**src/hdl/arp_cache_engine_unit_macros.svh**
```systemverilog
// Assertion macros for the ARP cache engine.
// ARP_ASSERT is disabled while reset is asserted; ARP_ASSERT_NORST checks at every edge.
`ifndef ARP_CACHE_ENGINE_UNIT_MACROS_SVH
`define ARP_CACHE_ENGINE_UNIT_MACROS_SVH

`ifndef SYNTH
`define ARP_ASSERT(label, prop, msg) \
	label: assert property (@(posedge clk) disable iff (!arst_n) prop) else $error(msg);
`define ARP_ASSERT_NORST(label, prop, msg) \
	label: assert property (@(posedge clk) prop) else $error(msg);
`else
`define ARP_ASSERT(label, prop, msg)
`define ARP_ASSERT_NORST(label, prop, msg)
`endif

`endif

```
**src/hdl/arp_pkg.sv**
```systemverilog
`default_nettype none

package arp_pkg;

	// table depth, one cell per entry
	localparam int TABLE_ENTRIES = 16;

	// configuration register map (64-bit registers at 8-byte spacing)
	localparam int ADDR_W = 5;
	localparam logic [1:0] REG_OWN_IP_ASSIGNED = 2'd0;
	localparam logic [1:0] REG_BROADCAST_IP    = 2'd1;
	localparam logic [1:0] REG_BROADCAST_MAC   = 2'd2;

	// item kinds and received opcodes
	localparam logic        KIND_PACKET = 1'b0;
	localparam logic        KIND_LOOKUP = 1'b1;
	localparam logic [15:0] OP_REQUEST  = 16'd1;
	localparam logic [15:0] OP_REPLY    = 16'd2;

	// transmit opcodes
	localparam logic [1:0] SEND_NONE    = 2'd0;
	localparam logic [1:0] SEND_REQUEST = 2'd1;
	localparam logic [1:0] SEND_REPLY   = 2'd2;

	// result status codes
	localparam logic [3:0] ST_LEARNED    = 4'd0;
	localparam logic [3:0] ST_FULL       = 4'd1;
	localparam logic [3:0] ST_REPLY      = 4'd2;
	localparam logic [3:0] ST_REPLY_SUPP = 4'd3;
	localparam logic [3:0] ST_HIT        = 4'd4;
	localparam logic [3:0] ST_BCAST      = 4'd5;
	localparam logic [3:0] ST_MISS_REQ   = 4'd6;
	localparam logic [3:0] ST_MISS_NOIP  = 4'd7;
	localparam logic [3:0] ST_IGNORED    = 4'd8;

	typedef struct packed {
		logic        kind;
		logic [15:0] op_code;
		logic [47:0] sender_mac;
		logic [31:0] sender_ip;
		logic [31:0] query_ip;
	} arp_item_t;

	typedef struct packed {
		logic [3:0]  status;
		logic [47:0] found_mac;
		logic        send_valid;
		logic [1:0]  send_opcode;
		logic [47:0] send_target_mac;
		logic [31:0] send_target_ip;
	} arp_result_t;

	// probe token walking the row of cells
	typedef struct packed {
		logic        vld;
		logic        claim;     // second pass: first free cell takes the entry
		logic        learn;     // first pass of a received reply: refresh a match
		logic [31:0] ip;
		logic [47:0] mac;
		logic        hit;       // match found, or entry claimed
		logic        free_seen; // a free cell was passed
		logic [47:0] found_mac;
	} arp_probe_t;

	typedef enum logic [2:0] {
		S_IDLE,
		S_LAUNCH,
		S_SCAN,
		S_CLAIM_LAUNCH,
		S_CLAIM,
		S_FINISH
	} arp_state_t;

endpackage

`default_nettype wire

```
**src/hdl/arp_cell.sv**
```systemverilog
`default_nettype none

// One table entry plus one stage of the probe path.
module arp_cell import arp_pkg::*; (
	input  wire logic       clk,
	input  wire logic       arst_n,
	input  wire arp_probe_t probe_in,
	output arp_probe_t      probe_out
);

	logic        present_q;
	logic [31:0] ip_q;
	logic [47:0] mac_q;
	logic        vld_q;
	arp_probe_t  probe_q;
	logic        match;
	logic        take;
	arp_probe_t  probe_d;

	// compare against this entry; claim if free and not yet claimed
	assign match = probe_in.vld && !probe_in.claim && present_q && (ip_q == probe_in.ip);
	assign take  = probe_in.vld && probe_in.claim && !present_q && !probe_in.hit;

	always_comb begin
		probe_d = probe_in;
		if (match) begin
			probe_d.hit = 1'b1;
			if (!probe_in.learn) begin
				probe_d.found_mac = mac_q;
			end
		end
		if (!present_q && !probe_in.claim) begin
			probe_d.free_seen = 1'b1;
		end
		if (take) begin
			probe_d.hit = 1'b1;
		end
	end

	// entry present bit
	always_ff @(posedge clk or negedge arst_n) begin
		if (!arst_n) begin
			present_q <= 1'b0;
		end else if (take) begin
			present_q <= 1'b1;
		end
	end

	// entry payload
	always_ff @(posedge clk) begin
		if (take) begin
			ip_q  <= probe_in.ip;
			mac_q <= probe_in.mac;
		end else if (match && probe_in.learn) begin
			mac_q <= probe_in.mac;
		end
	end

	// probe stage: valid under reset, payload free-running
	always_ff @(posedge clk or negedge arst_n) begin
		if (!arst_n) begin
			vld_q <= 1'b0;
		end else begin
			vld_q <= probe_in.vld;
		end
	end

	always_ff @(posedge clk) begin
		probe_q <= probe_d;
	end

	always_comb begin
		probe_out     = probe_q;
		probe_out.vld = vld_q;
	end

endmodule

`default_nettype wire

```
**src/hdl/arp_cache_engine_unit.sv**
```systemverilog
`default_nettype none

// ARP cache engine: a table of TABLE_ENTRIES entries held in a row of cells, one entry per
// cell, searched by a probe that moves one cell per clock. Each item (received packet or
// lookup) is handled alone and gives one result; the next item is accepted only after the
// probe's walk along the row. A received reply from an unknown IP that takes a free entry
// walks the row twice, once to search for a match and once to claim the first free cell.
// A finished result waits in the output register, and the next item is taken meanwhile.
// Registers over the APB port (64-bit, 8-byte spacing): 0x00 own_ip_assigned,
// 0x08 broadcast_ip, 0x10 broadcast_mac; write them only while the engine is idle.
module arp_cache_engine_unit import arp_pkg::*; (
	input  wire logic              clk,
	input  wire logic              arst_n,
	input  wire logic              item_valid,
	output logic                   item_ready,
	input  wire arp_item_t         item,
	output logic                   result_valid,
	input  wire logic              result_ready,
	output arp_result_t            result,
	input  wire logic              psel,
	input  wire logic              penable,
	input  wire logic              pwrite,
	input  wire logic [ADDR_W-1:0] paddr,
	input  wire logic [63:0]       pwdata,
	output logic [63:0]            prdata,
	output logic                   pready
);

	arp_state_t  state_q, state_d;
	arp_item_t   item_q;
	arp_probe_t  tail_q;
	arp_result_t result_q, result_d;
	logic        result_valid_q;
	logic        own_ip_q;
	logic [31:0] bcast_ip_q;
	logic [47:0] bcast_mac_q;
	logic        cfg_wr;
	logic [1:0]  cfg_idx;
	logic        inject, inject_claim, load_result, learn_item;
	arp_probe_t  head;
	arp_probe_t  chain [TABLE_ENTRIES+1];
	logic [TABLE_ENTRIES:0] probe_vld;
	arp_probe_t  tail;

	// configuration port
	assign pready  = 1'b1;
	assign cfg_wr  = psel && penable && pwrite;
	assign cfg_idx = paddr[ADDR_W-1:3];

	always_ff @(posedge clk or negedge arst_n) begin
		if (!arst_n) begin
			own_ip_q    <= 1'b0;
			bcast_ip_q  <= 32'hFFFF_FFFF;
			bcast_mac_q <= 48'hFFFF_FFFF_FFFF;
		end else if (cfg_wr) begin
			unique case (cfg_idx)
				REG_OWN_IP_ASSIGNED: own_ip_q    <= pwdata[0];
				REG_BROADCAST_IP:    bcast_ip_q  <= pwdata[31:0];
				REG_BROADCAST_MAC:   bcast_mac_q <= pwdata[47:0];
				default: ;
			endcase
		end
	end

	always_comb begin
		unique case (cfg_idx)
			REG_OWN_IP_ASSIGNED: prdata = {63'd0, own_ip_q};
			REG_BROADCAST_IP:    prdata = {32'd0, bcast_ip_q};
			REG_BROADCAST_MAC:   prdata = {16'd0, bcast_mac_q};
			default:             prdata = 64'd0;
		endcase
	end

	// probe injection into the first cell
	assign learn_item = (item_q.kind == KIND_PACKET) && (item_q.op_code == OP_REPLY);

	always_comb begin
		head       = '0;
		head.vld   = inject || inject_claim;
		head.claim = inject_claim;
		head.learn = learn_item;
		head.ip    = (item_q.kind == KIND_LOOKUP) ? item_q.query_ip : item_q.sender_ip;
		head.mac   = item_q.sender_mac;
	end

	assign chain[0] = head;

	// row of cells
	genvar g;
	generate
		for (g = 0; g < TABLE_ENTRIES; g++) begin : g_cell
			arp_cell u_cell (
				.clk       (clk),
				.arst_n    (arst_n),
				.probe_in  (chain[g]),
				.probe_out (chain[g+1])
			);
		end
		for (g = 0; g <= TABLE_ENTRIES; g++) begin : g_vld
			assign probe_vld[g] = chain[g].vld;
		end
	endgenerate

	assign tail = chain[TABLE_ENTRIES];

	// sequencer: next state
	always_comb begin
		state_d = state_q;
		unique case (state_q)
			S_IDLE:         if (item_valid) state_d = S_LAUNCH;
			S_LAUNCH:       state_d = S_SCAN;
			S_SCAN: begin
				if (tail.vld) begin
					state_d = (learn_item && !tail.hit && tail.free_seen) ?
						S_CLAIM_LAUNCH : S_FINISH;
				end
			end
			S_CLAIM_LAUNCH: state_d = S_CLAIM;
			S_CLAIM:        if (tail.vld) state_d = S_FINISH;
			S_FINISH:       if (!result_valid_q || result_ready) state_d = S_IDLE;
			default:        state_d = S_IDLE;
		endcase
	end

	// sequencer: outputs
	always_comb begin
		item_ready   = 1'b0;
		inject       = 1'b0;
		inject_claim = 1'b0;
		load_result  = 1'b0;
		unique case (state_q)
			S_IDLE:         item_ready   = 1'b1;
			S_LAUNCH:       inject       = 1'b1;
			S_CLAIM_LAUNCH: inject_claim = 1'b1;
			S_FINISH:       load_result  = !result_valid_q || result_ready;
			default: ;
		endcase
	end

	always_ff @(posedge clk or negedge arst_n) begin
		if (!arst_n) begin
			state_q <= S_IDLE;
		end else begin
			state_q <= state_d;
		end
	end

	// captured item and probe at the end of the row
	always_ff @(posedge clk) begin
		if (item_valid && item_ready) begin
			item_q <= item;
		end
		if (tail.vld) begin
			tail_q <= tail;
		end
	end

	// result formation
	always_comb begin
		result_d        = '0;
		result_d.status = ST_IGNORED;
		if (item_q.kind == KIND_PACKET) begin
			if (item_q.op_code == OP_REQUEST) begin
				if (own_ip_q) begin
					result_d.status          = ST_REPLY;
					result_d.send_valid      = 1'b1;
					result_d.send_opcode     = SEND_REPLY;
					result_d.send_target_mac = item_q.sender_mac;
					result_d.send_target_ip  = item_q.sender_ip;
				end else begin
					result_d.status = ST_REPLY_SUPP;
				end
			end else if (item_q.op_code == OP_REPLY) begin
				result_d.status = tail_q.hit ? ST_LEARNED : ST_FULL;
			end
		end else if (item_q.query_ip == bcast_ip_q) begin
			result_d.status    = ST_BCAST;
			result_d.found_mac = bcast_mac_q;
		end else if (tail_q.hit) begin
			result_d.status    = ST_HIT;
			result_d.found_mac = tail_q.found_mac;
		end else if (own_ip_q) begin
			result_d.status          = ST_MISS_REQ;
			result_d.send_valid      = 1'b1;
			result_d.send_opcode     = SEND_REQUEST;
			result_d.send_target_mac = bcast_mac_q;
			result_d.send_target_ip  = item_q.query_ip;
		end else begin
			result_d.status = ST_MISS_NOIP;
		end
	end

	// output register
	always_ff @(posedge clk or negedge arst_n) begin
		if (!arst_n) begin
			result_valid_q <= 1'b0;
		end else if (load_result) begin
			result_valid_q <= 1'b1;
		end else if (result_ready) begin
			result_valid_q <= 1'b0;
		end
	end

	always_ff @(posedge clk) begin
		if (load_result) begin
			result_q <= result_d;
		end
	end

	assign result_valid = result_valid_q;
	assign result       = result_q;

	`include "arp_cache_engine_unit_macros.svh"

	`ARP_ASSERT(a_single_probe, $onehot0(probe_vld), "more than one probe in the row")
	`ARP_ASSERT(a_probe_in_scan, (|probe_vld[TABLE_ENTRIES:1]) |-> (state_q == S_SCAN || state_q == S_CLAIM), "probe in the row outside a scan")
	`ARP_ASSERT(a_scan_exit, (state_q == S_SCAN && tail.vld) |=> (state_q == S_FINISH || state_q == S_CLAIM_LAUNCH), "scan did not end on probe arrival")
	`ARP_ASSERT(a_claim_taken, (state_q == S_CLAIM && tail.vld) |-> tail.hit, "claim pass found no free entry")
	`ARP_ASSERT(a_learned_only_reply, (load_result && result_d.status == ST_LEARNED) |-> learn_item, "learned status for an item that is not a reply")

endmodule

`default_nettype wire
```
**config.mk**
```make
export PLATFORM = sky130hd
export DESIGN_NAME = arp_cache_engine_unit
export DESIGN_NICKNAME = d
export VERILOG_FILES = /design/src/hdl/arp_pkg.sv /design/src/hdl/arp_cell.sv /design/src/hdl/arp_cache_engine_unit.sv
export VERILOG_INCLUDE_DIRS = /design/src /design/src/hdl
export SDC_FILE = /design/constraint.sdc
export NUM_CORES = 2
export LEC_CHECK = 0
export BUFFER_PORTS_ARGS = -buffer_cell sky130_fd_sc_hd__buf_2
export CORE_MARGIN = 4
export CORE_UTILIZATION = 55
export DETAILED_ROUTE_END_ITERATION = 8
export GPL_ROUTABILITY_DRIVEN = 0
export PLACE_DENSITY = 0.74
export SYNTH_ARGS = -nofsm -noshare
export SYNTH_HDL_FRONTEND = slang
export SYNTH_HIERARCHICAL = 1
export SYNTH_SLANG_ARGS = --single-unit
```
**constraint.sdc**
```tcl
create_clock -name clk -period 9.45 [get_ports clk]
set_input_delay 1.89 -clock clk [delete_from_list [all_inputs] [get_ports clk]]
set_output_delay 1.89 -clock clk [all_outputs]
set_load 0.01 [all_outputs]
```
* Word-level counts from Yosys, hierarchy flattened *
Index checks and enable logic that the tools add are counted.

cells by class
  equal/unequal tests = 30
  muxes and demuxes = 93
  bitwise operators = 2
  reductions and logical operators = 223

operator list
  cell                   number
  $mux W48               63
  $eq A32 B32 Y1         17
  $mux W83               6
  $pmux W48 S3           1
  $logic_and A1 B1 Y1    133
  $mux W52               1
  $logic_not A1 Y1       49
  $reduce_bool A2 Y1     17
  $mux W32               1
  $reduce_or A2 Y1       16
  $pmux W3 S6            1
  $eq A16 B1 Y1 const B  1
  $eq A16 B2 Y1 const B  1
  $mux W4                4
  $mux W3                5
  $mux W1                11
  $eq A3 B2 Y1 const B   2
  $eq A3 B3 Y1 const B   2
  $reduce_and A2 Y1      3
  $ne A2 B1 Y1 const B   2
  $ne A2 B2 Y1 const B   2
  $reduce_and A4 Y1      1
  $eq A3 B1 Y1 const B   1
  $logic_not A3 Y1       1
  5 further kinds        7

storage, ports and cells
  flip-flop bits (word level) = 3740
  input port bits = 205
  output and inout port bits = 202
  logic and storage cells = 538

* Longest topological paths before layout *
  depth in word-level cells = 9
  mapped depth = 10
  gate-level depth less buffers = 7

* Cells and area by module *
Netlist, hierarchy kept.

by module, submodules not included
  module                 times used  cells each  area each (um^2)  sequential area each (um^2)
  arp_cell               16          320         6098.3            5094.9
  arp_cache_engine_unit  1           953         15902.8           11626.2

* Worst setup path before layout *
No wires, ideal clock.

  path type = input-to-reg
  start = input result_ready
  end = register result_q (netlist bit result[0]) (enable)
  library setup time = 0.631 ns
  arrival = 7.531 ns
  required time = 8.819 ns
  setup slack = 1.288 ns
  cell stages on the path = 2
  path buffers = 0
  cell sequence = nor2b_1 -> nor2_1

between the ends
  longest elaborated chain between the ends = 2

ends and longest elaborated chain
  what                  line                          source
  start, declared       arp_cache_engine_unit.sv:18   input wire logic result_ready,
  $logic_or A1 B1 Y1    arp_cache_engine_unit.sv:135  S_FINISH: load_result = !result_valid_q || result_ready;
  $mux W1               arp_cache_engine_unit.sv:131  unique case (state_q)
  net load_result       arp_cache_engine_unit.sv:39   logic inject, inject_claim, load_result, learn_item;
  end signal, assigned  arp_cache_engine_unit.sv:206  result_q <= result_d;
  end, declared         arp_cache_engine_unit.sv:32   arp_result_t result_q, result_d;

The timed path passes the listed nets, and every way through them passes these cells.
A chain may end at the register's enable or synchronous reset.

* Final worst setup path *
  start = input paddr[4]
  end = output prdata[27]

between the ends
  longest elaborated chain between the ends = 2
  elaborated cells on any way between the ends = 4
  those cells by class = eq/ne: 2; mux: 1; reduce/logical: 1

ends and longest elaborated chain
  what                                        line                         source
  start, declared                             arp_cache_engine_unit.sv:23  input wire logic [ADDR_W-1:0] paddr,
  $eq A2 B2 Y1, or another cell as far along  arp_cache_engine_unit.sv:66  unique case (cfg_idx)
  $pmux W48 S3 (*)                            arp_cache_engine_unit.sv:66
  end, declared                               arp_cache_engine_unit.sv:25  output logic [63:0] prdata,

Every way passes the cells marked *; elsewhere a longest branch is shown, timed or not.

==> flow_metrics.py <==
metrics = {
    "timing": {
        "setup_tns_final_ns": 0,
        "whs_ns": 0.2884,
        "maxSlewHeadroom_pct": 22.89,
        "clock_skew_ns": 0.08482,
        "setup_ws_ns": 4.208,
        "final_worst_path_period_share_pct": 55.47,
        "drv_slew": 0,
        "fmax_mhz": 190.8,
        "tightestPinTransition_ns": 1.157,
        "post_layout_min_period_ns": 5.242,
        "setup_viol": 0,
        "grt_setup_unrepaired": "false",
        "hold_violations": 0,
    },
    "cts": {
        "numCtsBuffers": 350,
        "cts_sinks": 3740,
        "cts.repair.resized": 0,
        "cts_setup_buffers": 0,
        "insertion_delay_ns": 0.95,
        "cts_tree": "done",
        "ctsRootBufferMaster": "clkbuf_16",
        "htree_levels": 5,
        "cts_max_path_buffers": 4,
        "post_cts_hold_buffer_count": 0,
        "cts.clk_slew.worst_paths_ns": 0.06,
    },
    "critical_path": {
        "critPathRequiredTime_ns": 7.56,
        "setup.worst_path.class": "in2out",
        "setup.worst_path.end_class": "output port",
        "setup.worst_path.start_class": "primary input",
        "r2r_start": "item_q[128]",
        "largest_fanout_on_the_critical_path": 47,
        "worstPathArrival_ns": 3.35,
        "startpoint": "paddr[4]",
    },
    "global_routing": {
        "grt_pass1_vias": 52944,
        "gr-usage-all-layers_pct": 21.52,
        "grt_antenna_before_repair": 14,
        "wire_length_of_the_first_global_routing_pass_mm": 333.8,
        "grt_max_degree": 88,
        "gr-total-overflow": 0,
    },
    "die": {
        "die_width_um": 458.9,
        "ioPinCount": 407,
        "initial_utilization_pct": 55.33,
        "dieHeight_um": 458.9,
        "design.die.area_mm2": 0.2106,
        "num_rows": 165,
        "core_box_area_mm2": 0.2021,
    },
    "min_path": {
        "hp-class": "reg2reg",
        "hp-start": "g_cell[7].u_cell/probe_out[63]",
    },
    "routing": {
        "remaining_drc_errors": 0,
        "avgRoutedWirePerCell_um": 23.57,
        "drt.antenna.violating_nets": 0,
        "via_per_inst": 5.218,
        "routed_wirelength_mm": 227.4,
        "num_vias": 50324,
        "detail_route.iter0.violations": 3602,
        "first_pass_iters": 5,
    },
    "place": {
        "estimated_wirelength_of_the_detail_placed_design_mm": 143.9,
        "place.port_buffers": 370,
        "placement.setup.worst_slack_ns": 4.288,
        "placed_area_mm2": 0.1171,
    },
    "run_status": {
        "status": "finished clean",
    },
    "yosys": {
        "synth.avg_cell_area_um2": 18.67,
        "post_synth_inst_count": 5991,
        "synth-warning-count": 6,
        "post_synth_instance_area_mm2": 0.1118,
    },
    "layout": {
        "postLayoutCellArea_mm2": 0.1286,
        "net_count_reported_at_finish": 6896,
        "post-route-util_pct": 63.62,
        "area_delta_synth_final_pct": 14.97,
        "drive_gt1_share_pct": 24.25,
    },
    "power_and_ir_drop": {
        "power-per-cell-area_mw_per_mm2": 283.5,
        "irDropWorstVdd_v": 0.0001960,
        "power.static_leakage_nw": 47.64,
    },
    "flow_run": {
        "cap_viol_max_count": 0,
    },
}
-- state kept, by name (all words and copies together), names as in the netlist --
signal,flops
g_cell.u_cell/present_q,16
g_cell.u_cell/probe_out,2030
g_cell.u_cell/ip_q,512
tail_q,49
g_cell.u_cell/mac_q,768
own_ip_q,1
item_q,81
bcast_mac_q,48
state_q,3
result_valid,1
bcast_ip_q,32
chain,48
g_cell.u_cell/vld_q,16
result,135
-- worst max-delay path: stages --
cell and delay (ns):
buf_2 0.15, nor2b_4 0.15, buf_4 0.62, a22o_1 0.31
buf_2 0.15
-- per-layer routing --
| metal | GRT usage, % | up-vias | wire (µm) |
|---|---|---|---|
| li1 | - | 22869 | - |
| met4 | 10.39 | 8 | 11620 |
| met3 | 3.990 | 455 | 11740 |
| met1 | 26.15 | 25618 | 89530 |
| met5 | 0 | - | 64 |
| met2 | 37.17 | 1374 | 114400 |
-- through the flow --
stage               total power (W)  cells
detailed placement          0.02299   9011
CTS                         0.03672   9638
global placement            0.02281   9011
finish                      0.03645   9645
floorplan                   0.02168   6057
global route                0.03772   9640
-- power by group --
group	total [W]	switching, W	leakage (nW)	internal (W)
Combinational	0.00191	0.00109	9.19	0.000821
Sequential	0.0208	0.00147	32.8	0.0193
Clock	0.0138	0.00566	5.60	0.00813
-- cell type report --
type                    instances  area, µm²
clock inverters               117       1304
flip-flops and latches       3740      91500
repair buffers                451       2466
well taps                    2672       3343
fillers                     13348      73530
clock buffers                 510      10130
inverters                       3      11.26
diodes                          7      17.52
multi-input cells            2145      19800
-- placed cells by master, fill, tap and decap left out, drive strengths merged, types with 18 or more instances in the layout --
| master | instances |
|---|---|
| a22o | 111 |
| and2 | 18 |
| buf | 451 |
| bufinv | 25 |
| clkbuf | 510 |
| clkinv | 72 |
| conb | 68 |
| dfrtp | 37 |
| dfstp | 80 |
| dfxtp | 2030 |
| edfxtp | 1593 |
| mux2 | 882 |
| mux2i | 49 |
| nand2 | 134 |
| nand4 | 20 |
| nor3 | 50 |
| nor4 | 139 |
| xor2 | 544 |
-- worst paths after layout --
| path | to | slack (ns) | depth (start not counted) |
|---|---|---|---|
| setup / recovery | prdata[27] | 4.21 | 5 |
| max in group asynchronous | g_cell[15].u_cell/vld_q | 7.28 | 2 |
| min in group asynchronous | g_cell[0].u_cell/present_q | 1.12 | 1 |
| setup reg to reg | g_cell[0].u_cell/mac_q[47] | 5.07 | 8 |
| hold / removal | g_cell[8].u_cell/probe_out[63] | 0.29 | 0 |
| hold reg to reg | g_cell[8].u_cell/probe_out[63] | 0.29 | 0 |
(Power assumes the default switching activity.)
